`config.mk`:
```
export PLATFORM = sky130hd
export DESIGN_NAME = srr_queue
export DESIGN_NICKNAME = d
export VERILOG_FILES = /design/src/hdl/selective_repeat_receiver_core_defines.svh /design/src/hdl/srr_pkg.sv /design/src/hdl/srr_queue.sv
export SDC_FILE = /design/constraint.sdc
export NUM_CORES = 1
export LEC_CHECK = 0
export ABC_CLOCK_PERIOD_IN_PS = 12860
export BUFFER_PORTS_ARGS = -buffer_cell sky130_fd_sc_hd__clkbuf_2
export CORE_AREA = 2 2 161 163
export DETAILED_ROUTE_END_ITERATION = 12
export DIE_AREA = 0 0 163 165
export MAX_ROUTING_LAYER = met4
export PLACE_DENSITY = 0.78
export SYNTH_ARGS = -nofsm -noshare
export SYNTH_HDL_FRONTEND = slang
export SYNTH_SLANG_ARGS = --single-unit
```
`constraint.sdc`:
```
create_clock -name clk -period 12.86 [get_ports clk]
set_input_delay 1.286 -clock clk [delete_from_list [all_inputs] [get_ports clk]]
set_output_delay 1.286 -clock clk [all_outputs]
set_load 0.05 [all_outputs]
```
`src/hdl/selective_repeat_receiver_core_defines.svh`:
```
// Assertion macros used by the receiver back end
`ifndef SELECTIVE_REPEAT_RECEIVER_CORE_DEFINES_SVH
`define SELECTIVE_REPEAT_RECEIVER_CORE_DEFINES_SVH

// Same-cycle implication, sampled on clk, off while rst_n is low
`define SRR_ASSERT_NOW(lbl, ante, cons, msg) \
  lbl: assert property (@(posedge clk) disable iff (!rst_n) (ante) |-> (cons)) \
    else $error(msg);

// Next-cycle implication, sampled on clk, off while rst_n is low
`define SRR_ASSERT_NEXT(lbl, ante, cons, msg) \
  lbl: assert property (@(posedge clk) disable iff (!rst_n) (ante) |=> (cons)) \
    else $error(msg);

`endif

```
`src/hdl/srr_pkg.sv`:
```
// Types, constants and codes of the selective-repeat receiver
package srr_pkg;

  localparam int SEQ_DEPTH   = 1024;
  localparam int WINDOW_MAX  = 63;
  localparam int MAX_DELIVER = 63;
  localparam int ACK_SUM     = 745;

  localparam int SEQ_W      = 10;
  localparam int WIN_W      = 6;
  localparam int CKS_W      = 12;
  localparam int PAYLOAD_W  = 160;
  localparam int BASE_W     = $clog2(SEQ_DEPTH + 1);
  localparam int ADDR_W     = $clog2(SEQ_DEPTH);
  localparam int OFF_W      = $clog2(WINDOW_MAX + 1);
  localparam int FLAG_N     = 2 ** OFF_W;
  localparam int CNT_W      = $clog2(MAX_DELIVER + 1);
  localparam int SUM_W      = 14;
  localparam int Q_DEPTH    = 2;
  localparam int Q_PTR_W    = $clog2(Q_DEPTH);
  localparam int Q_CNT_W    = $clog2(Q_DEPTH + 1);

  localparam int CFG_AW = 3;
  localparam int CFG_DW = 32;

  // register index as taken from paddr[2]
  localparam logic REG_WINDOW_SIZE = 1'b0;
  localparam logic [WIN_W-1:0] WINDOW_RESET = 6'd8;
  localparam logic [BASE_W-1:0] BASE_RESET = BASE_W'(1);

  localparam logic KIND_ACK     = 1'b0;
  localparam logic KIND_DELIVER = 1'b1;

  typedef struct packed {
    logic [SEQ_W-1:0]  seq_num;
    logic [SEQ_W-1:0]  ack_num;
    logic signed [31:0] rx_checksum;
    logic [63:0]       payload_hi;
    logic [63:0]       payload_mid;
    logic [31:0]       payload_lo;
  } in_item_t;

  typedef struct packed {
    logic              kind;
    logic [SEQ_W-1:0]  out_seq;
    logic [CKS_W-1:0]  ack_checksum;
    logic [63:0]       out_payload_hi;
    logic [63:0]       out_payload_mid;
    logic [31:0]       out_payload_lo;
    logic              last;
  } out_item_t;

  typedef struct packed {
    logic [SEQ_W-1:0]     seq;
    logic [PAYLOAD_W-1:0] payload;
  } q_item_t;

  typedef struct packed {
    logic full;
    logic empty;
  } q_stat_t;

  typedef enum logic [1:0] {
    BK_IDLE,
    BK_READ,
    BK_DELIVER
  } back_state_t;

endpackage

```
`src/hdl/srr_queue.sv`:
```
// Short queue between the front end and the back end
module srr_queue
  import srr_pkg::*;
(
  input  logic    clk,
  input  logic    rst_n,
  input  logic    push,
  input  q_item_t wdata,
  input  logic    pop,
  output q_item_t rdata,
  output q_stat_t q_stat
);

  q_item_t              mem_r [Q_DEPTH];
  logic [Q_PTR_W-1:0]   wr_ptr_r, wr_ptr_nxt;
  logic [Q_PTR_W-1:0]   rd_ptr_r, rd_ptr_nxt;
  logic [Q_CNT_W-1:0]   cnt_r, cnt_nxt;

  assign q_stat.full  = (cnt_r == Q_CNT_W'(Q_DEPTH));
  assign q_stat.empty = (cnt_r == '0);
  assign rdata        = mem_r[rd_ptr_r];

  always_comb begin
    wr_ptr_nxt = wr_ptr_r;
    rd_ptr_nxt = rd_ptr_r;
    cnt_nxt    = cnt_r;
    if (push) begin
      wr_ptr_nxt = (wr_ptr_r == Q_PTR_W'(Q_DEPTH - 1)) ? '0 : wr_ptr_r + 1'b1;
    end
    if (pop) begin
      rd_ptr_nxt = (rd_ptr_r == Q_PTR_W'(Q_DEPTH - 1)) ? '0 : rd_ptr_r + 1'b1;
    end
    if (push && !pop) begin
      cnt_nxt = cnt_r + 1'b1;
    end else if (pop && !push) begin
      cnt_nxt = cnt_r - 1'b1;
    end
  end

  always_ff @(posedge clk) begin
    if (!rst_n) begin
      wr_ptr_r <= '0;
      rd_ptr_r <= '0;
      cnt_r    <= '0;
    end else begin
      wr_ptr_r <= wr_ptr_nxt;
      rd_ptr_r <= rd_ptr_nxt;
      cnt_r    <= cnt_nxt;
    end
  end

  always_ff @(posedge clk) begin
    if (push) begin
      mem_r[wr_ptr_r] <= wdata;
    end
  end

endmodule

```
=== After elaboration in Yosys (flattened, before gate mapping) ===
Memory sizes are Yosys's and may differ from the RTL's. A register that Yosys moved wholly into a read port is not among the register bits.
Cells that the tools add are included.
W data, S select, Z words.

* Register bits after elaboration: 4
* Memory bits (writable): 340
* Input bits: 174
* Output and inout port bits: 172
* Memories kept: 1

* Add/subtract/negate cells: 4
* Eq/ne operators: 1
* Mux-type cells: 8
* Reductions and logical operators: 6

{| class="wikitable"
|+ Memories
! name !! depth !! width !! rd ports !! clocked after memory_dff !! wr ports !! line !! RTL
|-
| mem_r || 2 || 170 || 1 || 1 || 1 || srr_queue.sv:14 || <nowiki>q_item_t mem_r [Q_DEPTH];</nowiki>
|}

{| class="wikitable"
|+ Operators by type and width
! cell !! number
|-
| $mux W1 || 6
|-
| $mux W2 || 2
|-
| $add A1 B1 Y1 const B || 2
|-
| $add A2 B1 Y2 const B || 1
|-
| $eq A2 B2 Y1 const B || 1
|-
| $logic_and A1 B1 Y1 || 2
|-
| $logic_not A1 Y1 || 2
|-
| $logic_not A2 Y1 || 1
|-
| $reduce_bool A2 Y1 || 1
|-
| $sub A2 B1 Y2 const B || 1
|}

=== Longest topological paths before layout ===
Gate-level depths: netlist of run 1.

* Depth after elaboration: 4
* Gate-level depth with buffers: 5
* Mapped depth without buffers: 5

=== Least setup slack after synthesis of run 1 ===
No wires, ideal clock.

* Path type: input to register
* Start point: input port push
* End point: memory mem_r[0][0] in the netlist's numbering, enable pin
* Arrival time: 8.659 ns
* Path slack: 3.479 ns
* Cell stages on the path: 1
* Buffers on the path: 0
* Path through: nor2b_1

* Word-level cells in the longest chain between the ends: 2

{| class="wikitable"
|+ RTL lines
! what !! line !! RTL
|-
| start: declaration || srr_queue.sv:7 || <nowiki>input logic push,</nowiki>
|-
| $mux W1 || srr_queue.sv:53 || <nowiki>if (push) begin</nowiki>
|-
| $mux W1 (implied by the code) || srr_queue.sv:54 || <nowiki>mem_r[wr_ptr_r] <= wdata;</nowiki>
|-
| end: declaration || srr_queue.sv:14 ||
|}

Every way passes these cells.

==> impl_metrics.tcl, run 1 <==
set metrics [dict create \
    outcome "finished, final reports clean" \
    power_leakage_nw 6.326 \
    cp_max_fo 78 \
    dp_cells 1214 \
    cts-root-buf "clkbuf_16" \
    htree_levels 2 \
    ys_types 17 \
    port_buffers 345 \
    via_per_inst 4.978 \
    grt_max_degree 79 \
    yosys_warnings 0 \
    crit_arrival_ns 3.02 \
    core_sq_mm 0.02504 \
    dr.first_iter.drc_count 382 \
    rsz0062_at_grt "no" \
    required_ns 11.57 \
    row_count 58 \
    place_hpwl_mm 16.86 \
    ctsHoldBuffers 0 \
    busiest_layer "met2" \
    clkTransAtPathRegs_ns 0.06 \
    drc 0 \
    layout.nets 1097 \
    die_h_um 165 \
    area_growth_pct 24.64 \
    synth_edf_count 340 \
    cp-start-kind "flip-flop" \
    fin_skew_ns 0.02197 \
    grt_pass1_wl_mm 35.71 \
    worstSkewPairLatency_ns 0.51 \
    ios 346 \
    max_slew_margin_pct 24.49 \
    grt_overflow 0 \
    slew_viol_final 0 \
    tightest_slew_ns 1.133 \
    clock.fmax_mhz 232.4 \
    firstDrtPassIters 4 \
    worst_slack_ns 8.558 \
    max_cap_viol_count 0 \
    period_needed_ns 4.302 \
    instances_no_fill 1278 \
    grt_pass1_vias 6603 \
    power_density_mw_per_mm2 171.5 \
    drt_wl_total_mm 24.82 \
    synth-main-ff-cell "edfxtp_1" \
    place_area_sq_mm 0.01492 \
    synth_top_area_share_pct 79.23 \
    final_hold_viol_count 0 \
    yosysSeqAreaShare_pct 80.01 \
    synth_area_leader_cell "edfxtp_1" \
    syn_inst 551 \
    use_met1_pct 19.30 \
    tns_ns 0 \
    antenna_left 0 \
    yosys-top-cells-area "edfxtp_1 79%, mux2_4 12%, mux2_2 6.1%" \
    cts_resized 0 \
    drive_above_1_share_pct 60.63 \
    die_w_um 163 \
    grt_antenna_before_repair 3 \
    p_total_mw 2.754 \
    place_congestion 0.7535 \
    grtUsageTotal_pct 18.37 \
    syn-cell-area_sq_mm 0.01289 \
    fin_crit_sh_pct 33.45 \
    wl_per_cell_um 19.42 \
    die_area_sq_mm 0.02690 \
    synthArstFlopShare_pct 0 \
    start_util_pct 51.47 \
    synth_nets 726 \
    critPathKind "flip-flop to output pin" \
    synthTopCellsByCount "340 x edfxtp_1, 100 x mux2_4, 70 x mux2_2" \
    grt_use_met3_pct 7.007 \
    synth-seq-cells 345 \
    syn_area_per_cell_sq_um 23.39 \
    ir_worst_vdd_uv 139.8 \
    vias 6362 \
    cts_setup_buffers 0 \
    hold_class "flip-flop to flip-flop" \
    place_ws_ns 9.056 \
    clock_sinks 345 \
    cts_buffer_depth 3 \
    numCtsBuffers 36 \
    postLayoutCellArea_sq_mm 0.01606 \
    tritoncts "built" \
    cp-end-kind "output pin" \
    use_met2_pct 31.47 \
    setup_viol 0 \
    post-synth-top-count-cell "edfxtp_1" \
]
state kept, by name, indices dropped and copies added, names as in the netlist, named ones only:
register / cells
cnt_r: 2
mem_r: 340
rd_ptr_r: 1
wr_ptr_r: 1
placed cells by master (no fill, tap or decap), types with 2 or more instances in the layout:
master / instances
clkinv_2: 4
clkbuf_2: 345
and2_1: 3
edfxtp_1: 340
bufinv_16: 4
clkinv_1: 4
clkbuf_16: 36
mux2_4: 100
inv_6: 2
dfxtp_1: 4
clkbuf_1: 9
nor2b_1: 2
xor2_1: 2
diode_2: 3
buf_4: 7
mux2_2: 70
stage by stage:
| stage | hold slack, ns | utilization [%] |
|---|---|---|
| finish | 0.5661 | 64.15 |
| global route | 0.6115 | 64.15 |
| CTS | 0.5793 | 64.12 |
| detailed placement | 0.5659 | 59.60 |
| global placement | 0.4919 | 59.60 |
| floorplan | 0.4729 | - |
path summary, 6_finish.rpt:
check / from / to / slack (ns) / cells after the start
max: flip-flop / rdata[155] / 8.56 / 3
min: cnt_r[1] / cnt_r[1] / 0.57 / 2
max reg2reg: wr_ptr_r / mem_r[0][63] / 10.72 / 3
min reg2reg: cnt_r[1] / cnt_r[1] / 0.57 / 2
per-layer routing:
| metal | share of wire (%) | wire (um) |
|---|---|---|
| met5 | 0 | 0 |
| met4 | 2.5 | 626 |
| met2 | 52 | 12800 |
| met1 | 36 | 8874 |
| met3 | 10 | 2514 |
cell families (layout without fill, tap and decap cells):
kind of cell / count (synthesis) / count (layout) / share of synthesized area, %
and+or+nand+nor: 9 / 9 / 0.4175
other: 0 / 3 / 0
buffers and inverters: 20 / 414 / 1.350
AOI/OAI and AO/OA: 3 / 3 / 0.1554
DFF: 345 / 345 / 80.01
muxes: 170 / 170 / 17.77
adders and majority gates: 1 / 1 / 0.09708
xor gates and xnor gates: 3 / 3 / 0.2039
power breakdown:
part,internal [mW],switching [mW],leakage [nW]
clock network,0.597,0.397,0.553
registers,1.30,0.0198,3.23
logic,0.134,0.304,2.54
critical path: stages (launching register included):
cell and delay, ns:
dfxtp_4 0.77, buf_4 0.91, mux2_2 0.44, clkbuf_2 0.24
layout make-up:
| type | count | area (sq um) |
|---|---|---|
| timing repair buffer | 352 | 1779 |
| fill | 1746 | 8975 |
| antenna | 3 | 7.507 |
| multi-input combinational | 186 | 2412 |
| inverter | 1 | 3.754 |
| clock inverter | 16 | 197.7 |
| sequential | 345 | 10310 |
| clock buffer | 45 | 934.6 |
| tap | 330 | 412.9 |
(Power assumes the default switching activity.)
==> run 2: changes to the inputs <==
- ABC_AREA: default -> 1
- ABC_CLOCK_PERIOD_IN_PS: 12860 -> 4000
- clock period: 12.86 -> 4 ns (I/O delays scaled with it)
==> run 2 against run 1 <==
  * Hold slack got worse by 0.48 ns
  * Cell area is 0.19% higher
  * Utilization grew 0.12 points
  * Highest routed layer unchanged
==> impl_metrics.tcl, run 2 <==
set metrics [dict create \
    dp_cells 1230 \
    grt_overflow 0 \
    drc 0 \
    wl_per_cell_um 19.01 \
    port_buffers 345 \
    ys_types 14 \
    power_density_mw_per_mm2 531.9 \
    slowest_stage "dfxtp_4" \
    layout_commonest_cell "clkbuf_2" \
    core_sq_mm 0.02504 \
    crit_arrival_ns 2.52 \
    die_area_sq_mm 0.02690 \
    place_area_sq_mm 0.01501 \
    clock_sinks 345 \
    syn_inst 564 \
    max_slew_margin_pct 28.73 \
    tns_ns 0 \
    cts_resized 0 \
    place_ws_ns 1.604 \
    ios 346 \
    critPathBufInv 2 \
    worstSkewPairLatency_ns 0.50 \
    cts_buffer_depth 3 \
    p_total_mw 8.560 \
    ctsHoldBuffers 0 \
    cts_setup_buffers 0 \
    final_hold_viol_count 0 \
    synth_area_leader_cell "edfxtp_1" \
    grt_pass1_wl_mm 35.53 \
    drt_wl_total_mm 24.54 \
    tightest_slew_ns 1.069 \
    row_count 58 \
    rsz0062_at_grt "no" \
    cts-root-buf "clkbuf_16" \
    outcome "finished, final reports clean" \
    tritoncts "built" \
    place_hpwl_mm 16.43 \
    dr.first_iter.drc_count 435 \
    instances_no_fill 1291 \
    whs_ns 0.08898 \
    yosys_warnings 0 \
    switching_share_pct 25.46 \
    postLayoutCellArea_sq_mm 0.01609 \
    ir_worst_vdd_uv 444.2 \
    numCtsBuffers 35 \
    power_switching_mw 2.179 \
    drive_above_1_share_pct 60.10 \
    die_h_um 165 \
    hold_class "primary input to flip-flop" \
    layout_common_cells "345 x clkbuf_2, 340 x edfxtp_1, 100 x mux2_4, 70 x mux2_2, 37 x clkbuf_16" \
    firstDrtPassIters 4 \
    period_needed_ns 2.916 \
    grt_antenna_before_repair 0 \
    reg_top3 "mem_r x340, cnt_r x2" \
    grt_pass1_vias 6716 \
    clkPwrFrac_pct 35.6 \
    grt_max_degree 143 \
    synth_edf_count 340 \
    cp-start-kind "flip-flop" \
    cp-end-kind "output pin" \
    max_cap_viol_count 0 \
    post-synth-top-count-cell "edfxtp_1" \
    clkTransAtPathRegs_ns 0.06 \
    synth-main-ff-cell "edfxtp_1" \
    fin_skew_ns 0.009916 \
    critPathKind "flip-flop to output pin" \
    intPower_mw 6.381 \
    synth_top_area_share_pct 79.16 \
    syn_area_per_cell_sq_um 22.87 \
    antenna_left 0 \
    slew_viol_final 0 \
    worst_slack_ns 1.084 \
    htree_levels 2 \
    grtUsageTotal_pct 18.04 \
    finish.utilization_pct 64.27 \
    required_ns 3.60 \
    setup_viol 0 \
    seq_power_share_pct 49.7 \
    synthArstFlopShare_pct 0 \
    die_w_um 163 \
    layout.nets 1112 \
    crit_chain "buf_4 > mux2_2 > clkbuf_2" \
    synthTopCellsByCount "340 x edfxtp_1, 100 x mux2_4, 70 x mux2_2" \
    synth_nets 739 \
    cpLargestDelayFamily "flip-flops" \
    place_congestion 0.7956 \
    area_growth_pct 24.77 \
    largest_register "mem_r" \
    slowest_delay_ns 0.93 \
    cp_max_fo 51 \
    largest_reg_flops 340 \
    yosys-top-cells-area "edfxtp_1 79%, mux2_4 12%, mux2_2 6.1%" \
    clock.fmax_mhz 343.0 \
    yosysSeqAreaShare_pct 79.94 \
    fin_crit_sh_pct 72.89 \
    synth-seq-cells 345 \
    pwr-share-comb_pct 14.7 \
    syn-cell-area_sq_mm 0.01290 \
    start_util_pct 51.51 \
    power_leakage_nw 6.366 \
    vias 6478 \
    via_per_inst 5.018 \
]
run 2: changes by cell type in the layout (fill, tap and decap cells not counted), moves of 3 or more:
| cell | previous run | this run |
|---|---|---|
| clkbuf_1 | 9 | 5 |
| nand2_1 | 0 | 8 |
| inv_1 | 1 | 7 |
| clkinvlp_4 | 0 | 3 |
| buf_12 | 0 | 4 |
| and2_1 | 3 | 0 |
| clkinv_2 | 4 | 8 |
| nor2_1 | 1 | 8 |
run 2: area by class of cell:
type / instances / area, sq um
Antenna cell: 1 / 2.502
Fill cell: 1718 / 8945
Sequential cell: 345 / 10310
Tap cell: 330 / 412.9
Inverter: 8 / 33.78
Timing Repair Buffer: 355 / 1852
Clock buffer: 42 / 944.7
Multi-Input combinational cell: 192 / 2395
Clock inverter: 18 / 137.6
run 2: final timing paths:
check	slack (ns)	from	endpoint	cells past startpoint
setup reg to reg	2.12	wr_ptr_r	mem_r[1][114]	3
hold / removal	0.09	wdata[26]	mem_r[1][26]	1
hold reg to reg	0.50	rd_ptr_r	rd_ptr_r	2
setup / recovery	1.08	flip-flop	rdata[4]	3
run 2: cell families (layout without fill, tap and decap cells):
logic type	after synthesis	in the layout	synth area share (%)
multiplexers	170	170	17.75
adder cells (fa/ha/maj)	1	1	0.09700
other	0	1	0
AO/OA/AOI/OAI	2	2	0.07754
buffers and inverters	27	423	1.552
AND/OR/NAND/NOR	19	19	0.5821
flip-flops	345	345	79.94
run 2: worst reg2reg max path: cells and delay by family, from the launching register on:
| kind | cells | cell delay, ns |
|---|---|---|
| AND/OR/NAND/NOR | 1 | 0.12 |
| buffers and inverters | 2 | 0.83 |
| flip-flops | 1 | 0.39 |
run 2: per-layer routing:
layer | vias up | share of wire, % | global-route usage, %
met4 | 0 | 2.6 | 6.436
met2 | 278 | 50 | 30.26
li1 | 2967 | - | -
met5 | - | 0 | -
met3 | 51 | 8.3 | 5.349
met1 | 3182 | 39 | 20.79
run 2: power by group through the flow:
stage	combinational [mW]	sequential (mW)	clock (mW)
after global routing	1.31	4.27	3.27
after global placement	1.25	4.32	0
after CTS	1.27	4.26	3.12
after floorplan	0.971	4.31	0
final	1.26	4.26	3.05
after detailed placement	1.26	4.33	0
