`src/hdl/selective_repeat_receiver_core_defines.svh`:
```
// Assertion macros used by the receiver back end
`ifndef SELECTIVE_REPEAT_RECEIVER_CORE_DEFINES_SVH
`define SELECTIVE_REPEAT_RECEIVER_CORE_DEFINES_SVH

// Same-cycle implication, sampled on clk, off while rst_n is low
`define SRR_ASSERT_NOW(lbl, ante, cons, msg) \
  lbl: assert property (@(posedge clk) disable iff (!rst_n) (ante) |-> (cons)) \
    else $error(msg);

// Next-cycle implication, sampled on clk, off while rst_n is low
`define SRR_ASSERT_NEXT(lbl, ante, cons, msg) \
  lbl: assert property (@(posedge clk) disable iff (!rst_n) (ante) |=> (cons)) \
    else $error(msg);

`endif

```
`src/hdl/srr_pkg.sv`:
```
// Types, constants and codes of the selective-repeat receiver
package srr_pkg;

  localparam int SEQ_DEPTH   = 1024;
  localparam int WINDOW_MAX  = 63;
  localparam int MAX_DELIVER = 63;
  localparam int ACK_SUM     = 745;

  localparam int SEQ_W      = 10;
  localparam int WIN_W      = 6;
  localparam int CKS_W      = 12;
  localparam int PAYLOAD_W  = 160;
  localparam int BASE_W     = $clog2(SEQ_DEPTH + 1);
  localparam int ADDR_W     = $clog2(SEQ_DEPTH);
  localparam int OFF_W      = $clog2(WINDOW_MAX + 1);
  localparam int FLAG_N     = 2 ** OFF_W;
  localparam int CNT_W      = $clog2(MAX_DELIVER + 1);
  localparam int SUM_W      = 14;
  localparam int Q_DEPTH    = 2;
  localparam int Q_PTR_W    = $clog2(Q_DEPTH);
  localparam int Q_CNT_W    = $clog2(Q_DEPTH + 1);

  localparam int CFG_AW = 3;
  localparam int CFG_DW = 32;

  // register index as taken from paddr[2]
  localparam logic REG_WINDOW_SIZE = 1'b0;
  localparam logic [WIN_W-1:0] WINDOW_RESET = 6'd8;
  localparam logic [BASE_W-1:0] BASE_RESET = BASE_W'(1);

  localparam logic KIND_ACK     = 1'b0;
  localparam logic KIND_DELIVER = 1'b1;

  typedef struct packed {
    logic [SEQ_W-1:0]  seq_num;
    logic [SEQ_W-1:0]  ack_num;
    logic signed [31:0] rx_checksum;
    logic [63:0]       payload_hi;
    logic [63:0]       payload_mid;
    logic [31:0]       payload_lo;
  } in_item_t;

  typedef struct packed {
    logic              kind;
    logic [SEQ_W-1:0]  out_seq;
    logic [CKS_W-1:0]  ack_checksum;
    logic [63:0]       out_payload_hi;
    logic [63:0]       out_payload_mid;
    logic [31:0]       out_payload_lo;
    logic              last;
  } out_item_t;

  typedef struct packed {
    logic [SEQ_W-1:0]     seq;
    logic [PAYLOAD_W-1:0] payload;
  } q_item_t;

  typedef struct packed {
    logic full;
    logic empty;
  } q_stat_t;

  typedef enum logic [1:0] {
    BK_IDLE,
    BK_READ,
    BK_DELIVER
  } back_state_t;

endpackage

```
`src/hdl/srr_front.sv`:
```
// Front end: accept packets, check the checksum, push good ones to the queue
module srr_front
  import srr_pkg::*;
(
  input  logic     clk,
  input  logic     rst_n,
  input  logic     in_valid,
  input  in_item_t in_data,
  output logic     in_stall,
  output logic     q_push,
  output q_item_t  q_wdata,
  input  q_stat_t  q_stat
);

  function automatic logic signed [SUM_W-1:0] byte_sum(input logic [63:0] w);
    logic signed [SUM_W-1:0] s;
    s = '0;
    for (int i = 0; i < 8; i++) begin
      s = s + SUM_W'($signed(w[8*i +: 8]));
    end
    return s;
  endfunction

  logic                    fr_valid_r, fr_valid_nxt;
  logic [SEQ_W-1:0]        fr_seq_r;
  logic [SEQ_W-1:0]        fr_ack_r;
  logic signed [31:0]      fr_rx_r;
  logic [PAYLOAD_W-1:0]    fr_payload_r;
  logic signed [SUM_W-1:0] fr_sum_hi_r, fr_sum_mid_r, fr_sum_lo_r;

  logic                    accept;
  logic signed [SUM_W-1:0] total;
  logic signed [31:0]      total_ext;
  logic                    good;

  // checksum total over the registered partial sums
  assign total = SUM_W'({1'b0, fr_seq_r}) + SUM_W'({1'b0, fr_ack_r})
               + fr_sum_hi_r + fr_sum_mid_r + fr_sum_lo_r;
  assign total_ext = {{(32 - SUM_W){total[SUM_W-1]}}, total};
  assign good = (total_ext == fr_rx_r);

  assign q_push   = fr_valid_r && good && !q_stat.full;
  assign in_stall = fr_valid_r && good && q_stat.full;
  assign accept   = in_valid && !in_stall;
  assign q_wdata  = '{seq: fr_seq_r, payload: fr_payload_r};

  always_comb begin
    fr_valid_nxt = fr_valid_r;
    if (accept) begin
      fr_valid_nxt = 1'b1;
    end else if (fr_valid_r && !in_stall) begin
      // drop a bad item, or move a good one on
      fr_valid_nxt = 1'b0;
    end
  end

  always_ff @(posedge clk) begin
    if (!rst_n) begin
      fr_valid_r <= 1'b0;
    end else begin
      fr_valid_r <= fr_valid_nxt;
    end
  end

  always_ff @(posedge clk) begin
    if (accept) begin
      fr_seq_r     <= in_data.seq_num;
      fr_ack_r     <= in_data.ack_num;
      fr_rx_r      <= in_data.rx_checksum;
      fr_payload_r <= {in_data.payload_hi, in_data.payload_mid, in_data.payload_lo};
      fr_sum_hi_r  <= byte_sum(in_data.payload_hi);
      fr_sum_mid_r <= byte_sum(in_data.payload_mid);
      fr_sum_lo_r  <= byte_sum({32'd0, in_data.payload_lo});
    end
  end

endmodule

```
`config.mk`:
```
export PLATFORM = sky130hd
export DESIGN_NAME = srr_front
export DESIGN_NICKNAME = d
export VERILOG_FILES = /design/src/hdl/selective_repeat_receiver_core_defines.svh /design/src/hdl/srr_pkg.sv /design/src/hdl/srr_front.sv
export SDC_FILE = /design/constraint.sdc
export NUM_CORES = 1
export LEC_CHECK = 0
export BUFFER_PORTS_ARGS = -buffer_cell sky130_fd_sc_hd__buf_2
export CAP_MARGIN = 5
export CELL_PAD_IN_SITES_DETAIL_PLACEMENT = 1
export CELL_PAD_IN_SITES_GLOBAL_PLACEMENT = 2
export CORE_AREA = 8 8 161 239
export DETAILED_ROUTE_END_ITERATION = 6
export DIE_AREA = 0 0 169 247
export PLACE_DENSITY_LB_ADDON = 0.1
export SYNTH_ARGS = -nofsm -noshare
export SYNTH_HDL_FRONTEND = slang
export SYNTH_SLANG_ARGS = --single-unit
```
`constraint.sdc`:
```
create_clock -name clk -period 20.9 [get_ports clk]
set_input_delay 3.135 -clock clk [delete_from_list [all_inputs] [get_ports clk]]
set_output_delay 3.135 -clock clk [all_outputs]
set_load 0.01 [all_outputs]
```
# Word-level counts from Yosys, hierarchy flattened
# Index checks and enable logic that the tools add are counted.
# classes
muxes,2
reduce_logical,8
addsub,21
n_eq_ne,1
# op_table
op,count
adder 10 x 8 -> 11 bit,3
== test 14 x 32 -> 1 bit,1
adder 9 x 8 -> 10 bit,3
adder 13 x 8 -> 14 bit,2
adder 14 bit,2
adder 14 x 8 -> 14 bit,2
adder 8 x 8 -> 9 bit,3
adder 12 x 8 -> 13 bit,2
adder 11 x 8 -> 12 bit,2
adder 11 x 14 -> 14 bit,1
adder 10 x 10 -> 11 bit,1
logical AND 1 bit,5
logical NOT 1 bit,2
2-to-1 mux 1 bit,2
nonzero test 2 bit,1
# word_totals
in_bits,217
output_inout_bits,172
regBits,255
wordCells,40

# Depth between registers and ports, before layout
# Gate-level depths: netlist of the first run.
# logic_depth
ltp_word,11
mapped_depth,18
ltp_nobuf,18

# Worst setup path before layout of the first run
# No wires, ideal clock.
# synth_path
kind,flip-flop to flip-flop
startpoint,register fr_seq_r[1]
endpoint,register fr_ack_r[0] (enable)
synth_period_minus_slack_ns,10.309
path_buffers,0
required_ns,20.240
stages_incl_launch_ff,14
setup_ns,0.660
slack_ns,10.591
arrival_time_ns,9.649
cell_sequence,edfxtp_1 fa_1 fa_1 fa_1 ha_1 inv_1 fa_1 nor2b_1 o211ai_1 a21oi_1 o41ai_1 xnor2_1 mux2i_1 o31a_1
# synth_via
elab_chain_len,9
# synth_rtl
item,line,rtl
"start, declared",srr_front.sv:25,logic [SEQ_W-1:0] fr_seq_r;
"start signal, assigned",srr_front.sv:67,fr_seq_r <= in_data.seq_num;
adder 10 x 10 -> 11 bit,srr_front.sv:37,"assign total = SUM_W'({1'b0, fr_seq_r}) + SUM_W'({1'b0, fr_ack_r})"
adder 11 x 14 -> 14 bit,srr_front.sv:38,+ fr_sum_hi_r + fr_sum_mid_r + fr_sum_lo_r;
adder 14 bit (2 in a row),srr_front.sv:38,
== test 14 x 32 -> 1 bit,srr_front.sv:40,assign good = (total_ext == fr_rx_r);
logical AND 1 bit (2 in a row),srr_front.sv:43,assign in_stall = fr_valid_r && good && q_stat.full;
logical NOT 1 bit,srr_front.sv:44,assign accept = in_valid && !in_stall;
logical AND 1 bit,srr_front.sv:44,
named net accept,srr_front.sv:31,logic accept;
"end signal, assigned",srr_front.sv:68,fr_ack_r <= in_data.ack_num;
"end, declared",srr_front.sv:26,logic [SEQ_W-1:0] fr_ack_r;
# The timed path passes the listed nets, and every way through them passes these cells.
# A chain may end at the register's enable or synchronous reset.

# Final worst setup path of the first run
# layout_path
startpoint,register fr_seq_r[1]
endpoint,output in_stall
# layout_via
elab_chain_len,7
# layout_rtl
item,line,rtl
adder 10 x 10 -> 11 bit,srr_front.sv:37,
adder 11 x 14 -> 14 bit,srr_front.sv:38,
adder 14 bit (2 in a row),srr_front.sv:38,
== test 14 x 32 -> 1 bit,srr_front.sv:40,
logical AND 1 bit (2 in a row),srr_front.sv:43,
"end, declared",srr_front.sv:9,"output logic in_stall,"
# Every way passes these cells.

==> run_results.csv, run 1 <==
group,metric,value,unit
outcome,outcome,"complete, no violations",
logic_synthesis,yosys-top-cells-area,"sky130_fd_sc_hd__edfxtp_1 (56%), sky130_fd_sc_hd__fa_1 (23%), sky130_fd_sc_hd__ha_1 (5.2%), sky130_fd_sc_hd__inv_1 (4.3%), sky130_fd_sc_hd__xnor2_1 (1.9%)",
setup_path,worstPathRequired,17.77,ns
final_layout,finish.net_count,1698,
logic_synthesis,synth.lib_cells_used.distinct,49,
floorplan,io_pins,389,
run,max_cap_violations,0,
setup_path,crit-reg2reg-capture,"fr_payload_r[141]",
sta,grt_setup_unrepaired,"false",
cts,worst_skew_pair.late_latency,0.54,ns
cts,postCtsSetupRepairBufs,0,
floorplan,fp.dieH,247,µm
logic_synthesis,largest_area_contributor_in_the_synthesized_netlist,"sky130_fd_sc_hd__edfxtp_1",
sta,timing_hold_violations_final,0,
place,detailed_place_hpwl,27.77,mm
drt,vias,8154,
logic_synthesis,yosys_register_bits,252,
setup_path,worst-endpoint-arrival,5.58,ns
drt,detail_route.wl_per_cell,19.14,µm
final_layout,finish.utilization,48.50,%
setup_path,timing.reg2reg.setup_slack,14.78,ns
drt,route.final.wire_length,33.85,mm
power,ir_drop,0.0001056,V
power,p_int,1.786,mW
logic_synthesis,synth.net_count,1283,
final_layout,commonest_cells_after_routing_fill_and_taps_aside,"sky130_fd_sc_hd__buf_2 (387), sky130_fd_sc_hd__edfxtp_1 (251), sky130_fd_sc_hd__inv_1 (155)",
power,sw_frac_of_total,42.51,%
power,seq_power_share,22.8,%
hold_path,worst_min_path_start,"fr_valid_r",
drt,drc_errors_left,0,
logic_synthesis,synth-edff-count,251,
final_layout,drive_above_1_share,33.82,%
floorplan,initial_core_util,38.62,%
logic_synthesis,synth_async_sr_flop_share,0,%
drt,viasPerCell,4.612,
sta,worstMarginPinSlew,0.9463,ns
drt,drt_iter0_drc,238,
setup_path,startpoint_of_the_most_critical_register_to_register_path,"fr_seq_r[1]",
sta,period_needed,8.720,ns
floorplan,coreArea,34890,µm²
logic_synthesis,netlist_instances,857,
global_routing,antenna_found_initial,7,
power,share_clk_of_total_power,16.0,%
cts,post_cts.resized_instances,0,
cts,max_buffers_root_to_sink,3,
sta,max_freq,114.7,MHz
sta,final.setup.tns,0,ns
cts,cts.root.buffer_cell,"sky130_fd_sc_hd__clkbuf_16",
cts,clock_sink_count,252,
drt,first_pass_iters,4,
logic_synthesis,synth_ff_type,"sky130_fd_sc_hd__edfxtp_1",
logic_synthesis,post_synth_instance_area,13480,µm²
logic_synthesis,synth-seq-area-share,56.08,%
logic_synthesis,yosysWarningCount,0,
power,share_of_total_power_in_combinational_logic,61.1,%
global_routing,first_global_vias,9500,
setup_path,capturing_element_type_of_the_critical_path,"output port",
place,globalplace.congestion,0.7673,
setup_path,reg2reg_depth,15,
hold_path,hold_path.class,"reg -> reg",
place,numPortBuffers,387,
cts,cts_tree,"done",
global_routing,global_route.overflow_total,0,
sta,slew_headroom,36.92,%
cts,cts.reportedPaths.clkPinSlew,0.07,ns
global_routing,grt_use_total,16.31,%
floorplan,dieArea,41740,µm²
sta,finalSetupViolations,0,
floorplan,floorplan.rows,84,
sta,finalCritPeriodShare,41.72,%
drt,ant_nets,0,
cts,hold_fix_buffers_cts,0,
power,total_switching_power,1.321,mW
final_layout,most_common_library_cell_in_the_layout_ignoring_fill_and_taps,"sky130_fd_sc_hd__buf_2",
floorplan,die_w,169,µm
cts,htree_levels,1,
logic_synthesis,synth_top_area_share,55.93,%
hold_path,hold-path-cell-count,6,
final_layout,area.growth.synth_to_final,25.57,%
power,power_leakage,7.317,nW
setup_path,timing_worst_setup_path_type,"reg -> out",
logic_synthesis,synth.avg_cell_area,15.73,µm²
power,cellPowerDensity,183.6,nW/µm²
sta,slew_violations,0,
sta,clock_skew,0.01374,ns
global_routing,grt_first_pass_wirelength,52.24,mm
cts,cts_inserted_buffers,27,
global_routing,grt_start_max_net_pins,72,
hold_path,hold_end,"fr_valid_r",
setup_path,critical_path_peak_fanout,2,
sta,hold-worst-slack,0.8352,ns
setup_path,start_kind,"register",
[flip-flops by register name (all words and copies together) (netlist names)]
register and count:
fr_valid_r 1, fr_ack_r 10, fr_seq_r 10, fr_rx_r 32
fr_sum_lo_r 11, fr_sum_mid_r 14, fr_sum_hi_r 14, fr_payload_r 160
[cell type report]
type	count	area, µm²
fillers	3672	17970
flip-flops and latches	252	7557
multi-input cells	445	5313
repair buffers	391	1967
clock buffers	33	698.2
well taps	473	591.8
inverters	155	581.8
clock inverters	16	206.4
diodes	3	7.507
[critical path, stage by stage, from the launching register on]
cell                       delay [ns]
sky130_fd_sc_hd__edfxtp_1        0.42
sky130_fd_sc_hd__fa_1            0.57
sky130_fd_sc_hd__fa_1            0.42
sky130_fd_sc_hd__fa_1            0.50
sky130_fd_sc_hd__ha_1            0.17
sky130_fd_sc_hd__inv_1           0.06
sky130_fd_sc_hd__fa_1            0.55
sky130_fd_sc_hd__xor2_1          0.16
sky130_fd_sc_hd__nand4_2         0.16
sky130_fd_sc_hd__or4_1           0.53
sky130_fd_sc_hd__or3_1           0.31
sky130_fd_sc_hd__a2111o_1        0.28
sky130_fd_sc_hd__or4_1           0.45
sky130_fd_sc_hd__nor4_1          0.24
sky130_fd_sc_hd__buf_2           0.20
[through the flow]
stage / cells / total power [mW] / instance area (µm²) / worst slack (ns)
4_1_cts: 1765 / 3.167 / 16920 / 12.08
6_report: 1768 / 3.107 / 16920 / 12.18
3_3_place_gp: 1716 / 2.627 / 16010 / 12.71
2_1_floorplan: 857 / 2.189 / 13480 / 10.59
3_5_place_dp: 1716 / 2.646 / 16010 / 12.69
5_1_grt: 1766 / 3.427 / 16920 / 11.90
[logic make-up (layout without fill, tap and decap cells)]
family / count (synthesis) / in the layout / synth area share [%]
AND/OR/NAND/NOR: 99 / 99 / 3.816
multiplexers: 7 / 7 / 0.5385
XOR/XNOR: 43 / 43 / 2.850
adder cells (fa/ha/maj): 209 / 209 / 27.93
buffers and inverters: 160 / 595 / 4.512
AO/OA/AOI/OAI: 87 / 87 / 4.280
flip-flops: 252 / 252 / 56.08
other: 0 / 3 / 0
[synthesized netlist by cell type, drive strengths merged, types with 2 or more instances]
library cell / instances
xor2: 12
nand3: 7
nor2: 15
mux2i: 5
o21bai: 3
a21oi: 26
nand2b: 5
a31oi: 2
ha: 56
edfxtp: 251
nor2b: 4
buf: 4
o311ai: 3
a21boi: 5
o31ai: 3
and2: 3
xnor2: 31
o21ai: 14
or3: 3
a2111o: 3
a31o: 2
a21o: 8
inv: 155
a311oi: 3
nand2: 27
o211ai: 5
o21a: 4
or4: 2
nor4: 12
nand4: 9
nor3: 8
mux2: 2
fa: 153
[power groups by stage]
stage | sequential [mW] | clock [mW] | combinational, mW
after global placement | 0.722 | 0 | 1.90
after CTS | 0.713 | 0.517 | 1.94
after floorplan | 0.724 | 0 | 1.47
after global routing | 0.717 | 0.533 | 2.18
after detailed placement | 0.724 | 0 | 1.92
final | 0.709 | 0.498 | 1.90
[how the worst max path moves through the flow]
stage	from	end	slack (ns)	cells past startpoint
floorplan	fr_seq_r[1]	fr_ack_r[0]	10.59	13
global placement	fr_seq_r[1]	in_stall	12.71	14
detailed placement	fr_seq_r[1]	in_stall	12.69	14
CTS	fr_seq_r[1]	in_stall	12.08	14
global route	fr_seq_r[1]	q_push	11.90	14
finish	fr_seq_r[1]	in_stall	12.18	14
[layer usage]
metal  wire length [µm]  GRT usage, %
met1              10690         15.66
met2              20020         33.02
met3               2374         4.231
met4                708         4.672
met5                 48             0
No activity file was read; power rests on OpenSTA's default activity.
==> run 2: changes to the inputs <==
--- a/config.mk
+++ b/config.mk
@@ -5,13 +5,14 @@
 export SDC_FILE = /design/constraint.sdc
 export NUM_CORES = 1
 export LEC_CHECK = 0
+export ABC_AREA = 1
 export BUFFER_PORTS_ARGS = -buffer_cell sky130_fd_sc_hd__buf_2
 export CAP_MARGIN = 5
 export CELL_PAD_IN_SITES_DETAIL_PLACEMENT = 1
 export CELL_PAD_IN_SITES_GLOBAL_PLACEMENT = 2
-export CORE_AREA = 8 8 161 239
+export CORE_AREA = 8 8 171 253
 export DETAILED_ROUTE_END_ITERATION = 6
-export DIE_AREA = 0 0 169 247
+export DIE_AREA = 0 0 179 261
 export PLACE_DENSITY_LB_ADDON = 0.1
 export SYNTH_ARGS = -nofsm -noshare
 export SYNTH_HDL_FRONTEND = slang
==> constraint.sdc (replaced) <==
create_clock -name clk -period 9.1 [get_ports clk]
set_input_delay 1.365 -clock clk [delete_from_list [all_inputs] [get_ports clk]]
set_output_delay 1.365 -clock clk [all_outputs]
set_load 0.01 [all_outputs]
==> run_results.csv, run 2 <==
group,metric,value,unit
drt,viasPerCell,4.392,
setup_path,startpoint_of_the_most_critical_register_to_register_path,"fr_seq_r[1]",
drt,drt_iter0_drc,212,
logic_synthesis,synth_top_cells_by_count,"sky130_fd_sc_hd__edfxtp_1 (251), sky130_fd_sc_hd__inv_1 (207), sky130_fd_sc_hd__fa_1 (153)",
logic_synthesis,synth.lib_cells_used.distinct,30,
setup_path,timing_worst_setup_path_type,"reg -> out",
floorplan,initial_core_util,34.37,%
cts,htree_levels,1,
sta,max_freq,163.9,MHz
final_layout,fill_cells,4273,
sta,grt_setup_unrepaired,"false",
logic_synthesis,synth_top_area_share,55.17,%
place,dp_slack,3.205,ns
cts,max_buffers_root_to_sink,3,
drt,detail_route.wl_per_cell,18.12,µm
final_layout,largest_register,"fr_payload_r",
drt,first_pass_iters,5,
floorplan,dieArea,46720,µm²
cts,clock_sink_count,252,
cts,post_cts.resized_instances,0,
outcome,outcome,"complete, no violations",
place,numPortBuffers,387,
setup_path,timing.critical_path.cells,"fa_1, fa_1, fa_1, ha_1, inv_1, fa_1, inv_1, nand3_1, nand2_2, nand2_2, nand2_2, xor2_2, nor2b_1, nand3_1, nor2_1, nand3_1, nor2_1, buf_2",
hold_path,hold-path-cell-count,5,
final_layout,area.growth.synth_to_final,26.01,%
place,globalplace.congestion,0.7571,
sta,timing_hold_violations_final,0,
global_routing,grt_start_max_net_pins,135,
cts,worst_skew_pair.late_latency,0.55,ns
floorplan,die_w,179,µm
setup_path,crit-reg2reg-capture,"fr_payload_r[94]",
setup_path,reg2reg_depth,18,
logic_synthesis,synth.net_count,1405,
global_routing,antenna_found_initial,10,
floorplan,io_pins,389,
final_layout,multi_input_comb_area,5313,µm²
setup_path,worst-endpoint-arrival,4.74,ns
logic_synthesis,yosys-top-cells-area,"sky130_fd_sc_hd__edfxtp_1 (55%), sky130_fd_sc_hd__fa_1 (22%), sky130_fd_sc_hd__inv_1 (5.7%), sky130_fd_sc_hd__ha_1 (5.1%), sky130_fd_sc_hd__nand2_1 (3.5%)",
power,cellPowerDensity,431.0,nW/µm²
setup_path,path_common_cell,"sky130_fd_sc_hd__fa_1",
power,ir_drop,0.0002523,V
global_routing,grt_first_pass_wirelength,53.22,mm
cts,postCtsSetupRepairBufs,0,
logic_synthesis,synth_ff_type,"sky130_fd_sc_hd__edfxtp_1",
hold_path,hold_end,"fr_valid_r",
global_routing,first_global_vias,10000,
cts,cts_tree,"done",
cts,cts.reportedPaths.clkPinSlew,0.06,ns
sta,finalCritPeriodShare,67.06,%
final_layout,most_common_library_cell_in_the_layout_ignoring_fill_and_taps,"sky130_fd_sc_hd__buf_2",
cts,cts.root.buffer_cell,"sky130_fd_sc_hd__clkbuf_16",
final_layout,commonest_cells_after_routing_fill_and_taps_aside,"sky130_fd_sc_hd__buf_2 (387), sky130_fd_sc_hd__edfxtp_1 (251), sky130_fd_sc_hd__inv_1 (206)",
cts,cts_inserted_buffers,28,
setup_path,critical_path_peak_fanout,6,
logic_synthesis,post_synth_instance_area,13660,µm²
global_routing,grt_use_total,15.03,%
final_layout,register_area,7557,µm²
floorplan,floorplan.rows,90,
hold_path,worst_min_path_start,"fr_rx_r[13]",
sta,slew_violations,0,
place,detailed_place_hpwl,29.11,mm
logic_synthesis,netlist_instances,979,
sta,slew_headroom,38.17,%
setup_path,start_kind,"register",
sta,finalSetupViolations,0,
drt,drc_errors_left,0,
logic_synthesis,largest_area_contributor_in_the_synthesized_netlist,"sky130_fd_sc_hd__edfxtp_1",
global_routing,global_route.overflow_total,0,
logic_synthesis,synth_async_sr_flop_share,0,%
final_layout,reg.largest.list,"fr_payload_r x160, fr_rx_r x32",
final_layout,drive_above_1_share,31.45,%
setup_path,worstPathRequired,7.74,ns
cts,hold_fix_buffers_cts,0,
final_layout,finish.net_count,1823,
setup_path,crit_path_max_incr_delay,0.57,ns
floorplan,coreArea,39750,µm²
setup_path,worstPathBufferInverterCount,3,
logic_synthesis,synth-edff-count,251,
logic_synthesis,synth.avg_cell_area,13.95,µm²
power,power_leakage,7.800,nW
sta,period_needed,6.102,ns
sta,postLayoutSetupSlackWorst,2.998,ns
sta,final.setup.tns,0,ns
logic_synthesis,synth-seq-area-share,55.32,%
sta,worstMarginPinSlew,0.9274,ns
drt,vias,8476,
hold_path,hold_path.class,"reg -> reg",
logic_synthesis,yosysWarningCount,0,
floorplan,fp.dieH,261,µm
drt,route.final.wire_length,34.97,mm
setup_path,path_delay_family,"adder cells",
logic_synthesis,yosys.cell_count.top_type,"sky130_fd_sc_hd__edfxtp_1",
setup_path,timing.reg2reg.setup_slack,3.32,ns
drt,ant_nets,0,
final_layout,largest_reg_flops,160,
logic_synthesis,yosys_register_bits,252,
setup_path,crit_path_top_delay_cell,"sky130_fd_sc_hd__fa_1",
setup_path,capturing_element_type_of_the_critical_path,"output port",
run,max_cap_violations,0,
sta,clock_skew,0.01868,ns
[run 2: metrics by stage]
stage,util [%],hold WS [ns],power [mW],cells,cell area [µm²]
6_report,43.31,0.7858,7.421,1930,17220
5_1_grt,43.29,0.8928,8.350,1927,17210
4_1_cts,43.27,0.8073,7.652,1924,17200
3_5_place_dp,40.87,0.8131,6.421,1873,16250
3_3_place_gp,40.87,0.7866,6.345,1873,16250
2_1_floorplan,-,0.6675,5.199,979,13660
[run 2: power breakdown]
group | internal [mW] | switching, mW | leakage [nW]
Combinational | 1.78 | 2.77 | 4.87
Sequential | 1.59 | 0.0908 | 2.46
Clock | 0.720 | 0.466 | 0.470
Total | 4.09 | 3.33 | 7.80
[run 2: logic make-up (layout without fill, tap and decap cells)]
| kind of cell | Yosys count | in the layout | synth area share, % |
|---|---|---|---|
| simple gates | 220 | 220 | 6.832 |
| compound gates | 51 | 51 | 2.079 |
| flops | 252 | 252 | 55.32 |
| other cells | 0 | 6 | 0 |
| xor+xnor | 37 | 37 | 2.427 |
| buf+inv | 210 | 649 | 5.797 |
| fa+ha+maj | 209 | 209 | 27.55 |
[run 2: final cells by class]
type	instances	share of cell area, %
inverters	209	4.601
well taps	506	3.678
clock buffers	34	4.324
clock inverters	17	1.214
flip-flops and latches	252	43.90
multi-input cells	517	30.86
diodes	6	0.08722
repair buffers	389	11.34
[run 2: layer usage]
| metal | track usage (%) | wire [µm] | vias up |
|---|---|---|---|
| li1 | - | - | 4046 |
| met1 | 14.15 | 11230 | 4175 |
| met2 | 30.54 | 20710 | 193 |
| met3 | 3.333 | 1947 | 58 |
| met4 | 5.043 | 1060 | 4 |
| met5 | 0 | 23 | - |
[run 2: worst max path at each step]
stage,startpoint,endpoint,cells after the start
after floorplan,fr_seq_r[1],fr_ack_r[0],17
after global placement,fr_seq_r[1],fr_payload_r[36],18
after detailed placement,fr_seq_r[1],fr_payload_r[36],18
after CTS,fr_seq_r[1],in_stall,18
after global routing,fr_seq_r[1],q_push,18
final,fr_seq_r[1],in_stall,18
[run 2: worst reg2reg max path, delay by kind of cell, from the launching register on]
kind	cells	cell delay (ns)
adder cells (fa/ha/maj)	5	2.22
AND/OR/NAND/NOR	9	0.97
flip-flops	1	0.43
buffers and inverters	4	1.70
